File: src/cbm_pkg.sv
// Package for the cartridge bank mapper: write decode codes, the decoded
// operation struct shared by the datapath modules, and fixed constants.
// No dependencies.
`timescale 1ns / 1ps
`default_nettype none

package cbm_pkg;

    // Register regions, taken from address bits 15:12
    localparam logic [3:0] REGION_PRG_LO    = 4'h8;
    localparam logic [3:0] REGION_PRG_HI    = 4'hA;
    localparam logic [3:0] REGION_CHR_FIRST = 4'hB;
    localparam logic [3:0] REGION_CHR_LAST  = 4'hE;
    localparam logic [3:0] REGION_IRQ       = 4'hF;

    // IRQ register select, taken from address bits 3:2
    localparam logic [1:0] IRQ_SEL_LATCH_LO = 2'd0;
    localparam logic [1:0] IRQ_SEL_LATCH_HI = 2'd1;
    localparam logic [1:0] IRQ_SEL_RELOAD   = 2'd2;

    localparam logic [8:0] IRQ_CYCLE     = 9'd257;
    localparam logic [7:0] COUNT_WRAP    = 8'hFF;
    localparam logic [7:0] FIXED_BANK_C  = 8'hFE;
    localparam logic [7:0] FIXED_BANK_E  = 8'hFF;
    localparam logic [7:0] VRAM_BANK_LO  = 8'h06;
    localparam logic [7:0] VRAM_BANK_HI  = 8'h07;
    localparam logic [2:0] SLOT_OFFSET   = 3'd2;
    localparam int         CHR_SLOTS     = 8;

    typedef enum logic [1:0] {
        IRQ_OP_NONE,
        IRQ_OP_LATCH_LO,
        IRQ_OP_LATCH_HI,
        IRQ_OP_RELOAD
    } irq_op_t;

    typedef struct packed {
        logic       prg_lo_we;
        logic       prg_hi_we;
        logic       chr_we;
        logic       chr_hi_nib;
        logic [2:0] chr_slot;
        irq_op_t    irq_op;
        logic       tick;
        logic [7:0] data;
    } cbm_op_t;

    // Character slot from a write address: {a13, a12, a11|a3} + 2, mod 8
    function automatic logic [2:0] chr_slot_of(input logic [15:0] a);
        chr_slot_of = {a[13], a[12], a[11] | a[3]} + SLOT_OFFSET;
    endfunction

endpackage

`default_nettype wire

File: src/cartridge_bank_mapper_with_scanline_irq.sv
// Top level of the cartridge bank mapper with scanline IRQ.
// Depends on cbm_pkg, cbm_decode, cbm_bank_regs and cbm_irq_ctr.
`timescale 1ns / 1ps
`default_nettype none

// Each input transaction is a CPU register write (cmd 0: addr, wdata) or one
// video cycle tick (cmd 1: line_cycle), and each produces exactly one result
// transaction carrying the full bank mapping and the IRQ line as they stand
// after that item is applied. Writes in 0x8000/0xA000 set the two switchable
// 8K program banks (0xC000 and 0xE000 stay at banks 0xFE and 0xFF); writes
// in 0xB000-0xE000 set one nibble of one of eight 1K character banks; writes
// in 0xF000 load the IRQ latch by nibbles or reload the counter and set the
// enable, each clearing a pending IRQ. While enabled, a tick on cycle 257
// advances the counter; at 0xFF it reloads from the latch and raises irq_out.
// Throughput is one transaction per clock while out_stall does not hold the
// result. A transaction passes one input register, then the decode and
// bank/IRQ update, which land in the mapper state registers that drive the
// result fields directly. in_stall rises only when a transaction waits in
// the input register while the result register is held by out_stall. Reset
// restores the power-on mapping (character slot i = bank i).
module cartridge_bank_mapper_with_scanline_irq (
    input  wire logic        clk,
    input  wire logic        rst_n,
    input  wire logic        in_valid,
    output logic             in_stall,
    input  wire logic        cmd,
    input  wire logic [15:0] addr,
    input  wire logic [7:0]  wdata,
    input  wire logic [8:0]  line_cycle,
    output logic             out_valid,
    input  wire logic        out_stall,
    output logic [7:0]       prg_bank_lo,
    output logic [7:0]       prg_bank_hi,
    output logic [63:0]      chr_banks,
    output logic [7:0]       vram_slots,
    output logic             irq_out
);
    import cbm_pkg::*;

    // Input register
    logic        s1_valid_reg;
    logic        s1_valid_next;
    logic        cmd_reg;
    logic [15:0] addr_reg;
    logic [7:0]  wdata_reg;
    logic [8:0]  cycle_reg;

    // Result handshake; the payload is the mapper state itself
    logic        out_valid_reg;
    logic        out_valid_next;

    logic        advance;
    logic        fire;
    logic        take_in;
    cbm_op_t     op;

    // The result slot frees up when empty or taken this cycle
    assign advance  = !out_valid_reg || !out_stall;
    assign fire     = s1_valid_reg && advance;
    assign in_stall = s1_valid_reg && !advance;
    assign take_in  = in_valid && !in_stall;

    always_comb
    begin
        s1_valid_next = s1_valid_reg;
        if (!in_stall)
        begin
            s1_valid_next = in_valid;
        end
    end

    always_comb
    begin
        out_valid_next = out_valid_reg;
        if (fire)
        begin
            out_valid_next = 1'b1;
        end
        else if (!out_stall)
        begin
            out_valid_next = 1'b0;
        end
    end

    always_ff @(posedge clk or negedge rst_n)
    begin
        if (!rst_n)
        begin
            s1_valid_reg  <= 1'b0;
            out_valid_reg <= 1'b0;
        end
        else
        begin
            s1_valid_reg  <= s1_valid_next;
            out_valid_reg <= out_valid_next;
        end
    end

    // Capture payload only on an accepted transaction
    always_ff @(posedge clk)
    begin
        if (take_in)
        begin
            cmd_reg   <= cmd;
            addr_reg  <= addr;
            wdata_reg <= wdata;
            cycle_reg <= line_cycle;
        end
    end

    cbm_decode u_decode (
        .cmd        (cmd_reg),
        .addr       (addr_reg),
        .wdata      (wdata_reg),
        .line_cycle (cycle_reg),
        .op         (op)
    );

    // State advances only when the result register takes the new item, so
    // the state registers hold steady while a result is stalled
    cbm_bank_regs u_bank_regs (
        .clk        (clk),
        .rst_n      (rst_n),
        .en         (fire),
        .op         (op),
        .prg_lo     (prg_bank_lo),
        .prg_hi     (prg_bank_hi),
        .chr_banks  (chr_banks),
        .vram_slots (vram_slots)
    );

    cbm_irq_ctr u_irq_ctr (
        .clk   (clk),
        .rst_n (rst_n),
        .en    (fire),
        .op    (op),
        .irq   (irq_out)
    );

    assign out_valid = out_valid_reg;

    a_stall_needs_item: assert property (@(posedge clk) disable iff (!rst_n)
        in_stall |-> s1_valid_reg && out_valid_reg)
        else $error("Input stalled with no transaction waiting");

    a_fire_fills_out: assert property (@(posedge clk) disable iff (!rst_n)
        fire |=> out_valid_reg)
        else $error("Processed transaction produced no result");

    a_no_overwrite: assert property (@(posedge clk) disable iff (!rst_n)
        out_valid_reg && out_stall |-> !fire)
        else $error("Mapper state updated while a result was held");

endmodule

`default_nettype wire

File: src/cbm_decode.sv
// Decode of one registered transaction into a mapper operation.
// Depends on cbm_pkg.
`timescale 1ns / 1ps
`default_nettype none

module cbm_decode (
    input  wire logic            cmd,
    input  wire logic [15:0]     addr,
    input  wire logic [7:0]      wdata,
    input  wire logic [8:0]      line_cycle,
    output cbm_pkg::cbm_op_t     op
);
    import cbm_pkg::*;

    logic [3:0] region;

    assign region = addr[15:12];

    always_comb
    begin
        op            = '0;
        op.irq_op     = IRQ_OP_NONE;
        op.data       = wdata;
        op.chr_slot   = chr_slot_of(addr);
        op.chr_hi_nib = addr[2];
        if (cmd)
        begin
            op.tick = (line_cycle == IRQ_CYCLE);
        end
        else if (region == REGION_PRG_LO)
        begin
            op.prg_lo_we = 1'b1;
        end
        else if (region == REGION_PRG_HI)
        begin
            op.prg_hi_we = 1'b1;
        end
        else if (region inside {[REGION_CHR_FIRST:REGION_CHR_LAST]})
        begin
            op.chr_we = 1'b1;
        end
        else if (region == REGION_IRQ)
        begin
            case (addr[3:2])
                IRQ_SEL_LATCH_LO: op.irq_op = IRQ_OP_LATCH_LO;
                IRQ_SEL_LATCH_HI: op.irq_op = IRQ_OP_LATCH_HI;
                IRQ_SEL_RELOAD:   op.irq_op = IRQ_OP_RELOAD;
                default:          op.irq_op = IRQ_OP_NONE;
            endcase
        end
    end

endmodule

`default_nettype wire

File: src/cbm_bank_regs.sv
// Program and character bank registers, updated by decoded writes.
// Depends on cbm_pkg.
`timescale 1ns / 1ps
`default_nettype none

module cbm_bank_regs (
    input  wire logic             clk,
    input  wire logic             rst_n,
    input  wire logic             en,
    input  wire cbm_pkg::cbm_op_t op,
    output logic [7:0]            prg_lo,
    output logic [7:0]            prg_hi,
    output logic [63:0]           chr_banks,
    output logic [7:0]            vram_slots
);
    import cbm_pkg::*;

    logic [7:0] prg_lo_reg;
    logic [7:0] prg_hi_reg;
    logic [7:0] chr_reg [CHR_SLOTS];

    always_ff @(posedge clk or negedge rst_n)
    begin
        if (!rst_n)
        begin
            prg_lo_reg <= '0;
            prg_hi_reg <= '0;
        end
        else if (en)
        begin
            if (op.prg_lo_we)
            begin
                prg_lo_reg <= op.data;
            end
            if (op.prg_hi_we)
            begin
                prg_hi_reg <= op.data;
            end
        end
    end

    for (genvar i = 0; i < CHR_SLOTS; i++)
    begin : g_chr
        logic [7:0] chr_next;

        // Merge the written nibble into the addressed half
        always_comb
        begin
            chr_next = chr_reg[i];
            if (op.chr_hi_nib)
            begin
                chr_next[7:4] = op.data[3:0];
            end
            else
            begin
                chr_next[3:0] = op.data[3:0];
            end
        end

        always_ff @(posedge clk or negedge rst_n)
        begin
            if (!rst_n)
            begin
                chr_reg[i] <= 8'(i);
            end
            else if (en && op.chr_we && (op.chr_slot == 3'(i)))
            begin
                chr_reg[i] <= chr_next;
            end
        end

        assign chr_banks[8*i +: 8] = chr_reg[i];
        assign vram_slots[i]       = (chr_reg[i] == VRAM_BANK_LO) ||
                                     (chr_reg[i] == VRAM_BANK_HI);
    end

    assign prg_lo = prg_lo_reg;
    assign prg_hi = prg_hi_reg;

endmodule

`default_nettype wire

File: src/cbm_irq_ctr.sv
// Scanline IRQ counter: latch, count, enable and pending line.
// Depends on cbm_pkg.
`timescale 1ns / 1ps
`default_nettype none

module cbm_irq_ctr (
    input  wire logic             clk,
    input  wire logic             rst_n,
    input  wire logic             en,
    input  wire cbm_pkg::cbm_op_t op,
    output logic                  irq
);
    import cbm_pkg::*;

    logic [7:0] latch_reg;
    logic [7:0] latch_next;
    logic [7:0] count_reg;
    logic [7:0] count_next;
    logic       enable_reg;
    logic       enable_next;
    logic       pending_reg;
    logic       pending_next;

    always_comb
    begin
        latch_next   = latch_reg;
        count_next   = count_reg;
        enable_next  = enable_reg;
        pending_next = pending_reg;
        case (op.irq_op)
            IRQ_OP_LATCH_LO:
            begin
                latch_next[3:0] = op.data[3:0];
                pending_next    = 1'b0;
            end
            IRQ_OP_LATCH_HI:
            begin
                latch_next[7:4] = op.data[3:0];
                pending_next    = 1'b0;
            end
            IRQ_OP_RELOAD:
            begin
                count_next   = latch_reg;
                enable_next  = op.data[1];
                pending_next = 1'b0;
            end
            default:
            begin
                if (op.tick && enable_reg)
                begin
                    // Wrap: reload from the latch and raise the line
                    if (count_reg == COUNT_WRAP)
                    begin
                        count_next   = latch_reg;
                        pending_next = 1'b1;
                    end
                    else
                    begin
                        count_next = count_reg + 8'd1;
                    end
                end
            end
        endcase
    end

    always_ff @(posedge clk or negedge rst_n)
    begin
        if (!rst_n)
        begin
            latch_reg   <= '0;
            count_reg   <= '0;
            enable_reg  <= 1'b0;
            pending_reg <= 1'b0;
        end
        else if (en)
        begin
            latch_reg   <= latch_next;
            count_reg   <= count_next;
            enable_reg  <= enable_next;
            pending_reg <= pending_next;
        end
    end

    assign irq = pending_reg;

    a_reload_clears: assert property (@(posedge clk) disable iff (!rst_n)
        en && (op.irq_op == IRQ_OP_RELOAD) |=> !pending_reg)
        else $error("IRQ reload did not clear the pending line");

    a_hold_when_idle: assert property (@(posedge clk) disable iff (!rst_n)
        !en |=> $stable(count_reg) && $stable(pending_reg) && $stable(latch_reg))
        else $error("IRQ state changed without a transaction");

    a_wrap_raises: assert property (@(posedge clk) disable iff (!rst_n)
        en && (op.irq_op == IRQ_OP_NONE) && op.tick && enable_reg &&
        (count_reg == COUNT_WRAP)
        |=> pending_reg && (count_reg == $past(latch_reg)))
        else $error("Counter wrap did not reload and raise the IRQ");

endmodule

`default_nettype wire

File: config.mk
export PLATFORM = sky130hd
export DESIGN_NAME = cartridge_bank_mapper_with_scanline_irq
export DESIGN_NICKNAME = d
export VERILOG_FILES = /design/src/cbm_pkg.sv /design/src/cartridge_bank_mapper_with_scanline_irq.sv /design/src/cbm_decode.sv /design/src/cbm_bank_regs.sv /design/src/cbm_irq_ctr.sv
export SDC_FILE = /design/constraint.sdc
export NUM_CORES = 1
export LEC_CHECK = 0
export BUFFER_PORTS_ARGS = -buffer_cell sky130_fd_sc_hd__clkbuf_2
export CORE_MARGIN = 2
export CORE_UTILIZATION = 34
export DETAILED_ROUTE_END_ITERATION = 6
export PLACE_DENSITY = 0.69
export SYNTH_ARGS = -nofsm -noshare
export SYNTH_HDL_FRONTEND = slang
export SYNTH_HIERARCHICAL = 1
export SYNTH_SLANG_ARGS = --single-unit
File: constraint.sdc
create_clock -name clk -period 2.3 [get_ports clk]
set_input_delay 0.345 -clock clk [delete_from_list [all_inputs] [get_ports clk]]
set_output_delay 0.345 -clock clk [all_outputs]
set_load 0.02 [all_outputs]
==> impl_metrics.yaml <==
final_layout:
  n_antenna_cell: 0
  final_nets: 578
  regArea_sq_mm: 0.00327
  fin_cells: 731
  largest_reg_flops: 64
  nFillCells: 1346
  area_delta_synth_final_pct: 37.7
  design_area_sq_mm: 0.00730
  drive_above_1_share: 0.610
  multi_input_area_sq_mm: 0.00218
die:
  rows: 45
  dieArea_sq_mm: 0.0166
  initial_core_util: 0.348
  die_w_microns: 129
  die_h_microns: 129
  ios: 129
  coreArea_sq_mm: 0.0152
sta:
  hold_viol: 0
  setup_viol: 44
  grt_setup_unrepaired: "yes"
  max_slew_margin: 0.355
  fmax_ghz: 0.410
  finalCritPeriodShare: 1.06
  tightestPinTransition_ps: 968
  setup_slack_ps: -140
  period_minus_slack_ps: 2440
  fin_skew_ps: 9.12
  slew_violations: 0
job:
  cap_violations: 0
synthesis:
  avgSynthCellArea_sq_um: 14.5
  ys_warn_count: 6
  synthCells: 366
  synth_area_sq_mm: 0.00530
  mappedNetlistNets: 414
routing:
  initialDrtViolationCount: 147
  dr.pass1.iters: 5
  routed-via-count: 3725
  wirelength_microns: 12600
  post_drt_wl_per_cell_microns: 17.2
  drt_drc_violations_left: 0
  routed_via_density: 5.10
  postRouteAntennaNets: 0
place:
  io_buffers: 119
  placed_area_sq_mm: 0.00630
  hpwl_microns: 8630
  gp_congestion: 0.783
  dp.cells: 689
clock_tree:
  clockRootBuffer: "clkbuf_16"
  path_clk_slew_ps: 60
  cts_tree: "yes"
  cts.sinks: 125
  cts_buffers: 17
  clk_path_buf_depth: 2
  worstSkewPairLatency_ps: 410
  htreeDepth: 4
setup_path:
  cp-end-kind: "flip-flop"
  path_cells: "ha_2 > nand2b_4 > nor3_4 > o21a_1 > inv_2 > ha_4 > nand2b_4 > or4_4 > a21oi_2 > a311o_2"
  ff2ff_path_depth: 10
  crit_type: "flip-flop to flip-flop"
  ff2ff_setup_slack_ps: -140
  required_ps: 2650
  crit_slowest_cell: "or4_4"
  crit_path_frequent_cell: "nand2b_4"
  start_kind: "flip-flop"
  cp.arrival_ps: 2790
  critical-path-max-stage-delay_ps: 480
  crit_fanout: 3
global_route:
  grt_overflow_total: 0
  grt_usage: 0.160
  grt_pass1_vias: 3853
  antenna_found_initial: 0
  grt_max_degree: 41
  grt_pass1_wl_microns: 20300
worst_hold_path:
  holdPathStages: 1
  hp-class: "input pin to flip-flop"
outcome:
  outcome: "complete, but fails checks"
  violations: "negative setup slack"
pwr:
  cellLeakagePower_uw: 0.00350
  power_density_mw_per_mm2: 834
  peakVddDrop_mv: 0.615
  p_total_uw: 6080
[layout by cell type, fill, tap and decap left out, types with 11 or more instances in the layout]
| master | n |
|---|---|
| clkbuf_2 | 118 |
| dfrtp_1 | 88 |
| mux2_2 | 66 |
| buf_4 | 28 |
| edfxtp_1 | 25 |
| mux2_4 | 20 |
| clkbuf_16 | 17 |
| dfstp_2 | 12 |
| nand2_1 | 11 |
| buf_6 | 11 |
[per-stage QoR]
stage,TNS (ps),hold slack [ps],worst slack (ps),utilization
after detailed placement,-10450,366,-256,0.414
after floorplan,-19.0,49.4,-19.0,-
after CTS,-2400,78.0,-125,0.476
final,-1550,101,-140,0.480
after global routing,-8910,81.0,-215,0.480
after global placement,-5850,353,-191,0.414
[critical path: cells and delay by family, from the launching register on]
kind	cells	cell delay [ps]
compound gates	3	450
fa+ha+maj	2	420
buf+inv	1	70
flops	1	420
simple gates	4	1010
[worst paths after layout]
path / from / end
setup / recovery: addr_reg[13]$_DFFE_PP_ / u_irq_ctr/count_reg[4]$_DFFE_PN0P_
max in group asynchronous: rst_n / u_bank_regs/chr_banks[50]$_DFFE_PN1P_
setup reg to reg: addr_reg[13]$_DFFE_PP_ / u_irq_ctr/count_reg[4]$_DFFE_PN0P_
hold / removal: wdata[6] / wdata_reg[6]$_DFFE_PP_
min in group asynchronous: rst_n / u_bank_regs/chr_banks[47]$_DFFE_PN0P_
hold reg to reg: wdata_reg[5]$_DFFE_PP_ / u_bank_regs/prg_hi[5]$_DFFE_PN0P_
[what timing repair did]
item | CTS | global route
setup endpoints to repair | 72 | 77
pin swaps | 17 | 14
gates cloned | 1 | 0
hold endpoints to repair | 36 | 0
hold buffers | 1 | 0
gates resized for setup | 60 | 18
setup buffers | 8 | 1
[where the power goes]
| part | switching [uW] | total [uW] | internal [uW] | leakage [uW] |
|---|---|---|---|---|
| registers | 150 | 2610 | 2460 | 0.00156 |
| logic | 398 | 692 | 294 | 0.00165 |
| clock network | 975 | 2780 | 1810 | 0.000297 |
[metal layers]
| metal | global-route usage | vias to the layer above | part of all wire |
|---|---|---|---|
| met1 | 0.200 | 1884 | 0.43 |
| met2 | 0.258 | 133 | 0.49 |
| met4 | 0.0678 | 0 | 0.030 |
| met3 | 0.0499 | 27 | 0.058 |
| li1 | - | 1681 | - |
| met5 | 0 | - | 0 |
[final cells by class]
class                   count  area share
flip-flops and latches    125       0.448
repair buffers            159       0.131
multi-input cells         218       0.299
well taps                 188      0.0322
clock buffers              17      0.0583
inverters                   9     0.00497
clock inverters            15      0.0269
No activity file was read; power rests on OpenSTA's default activity.
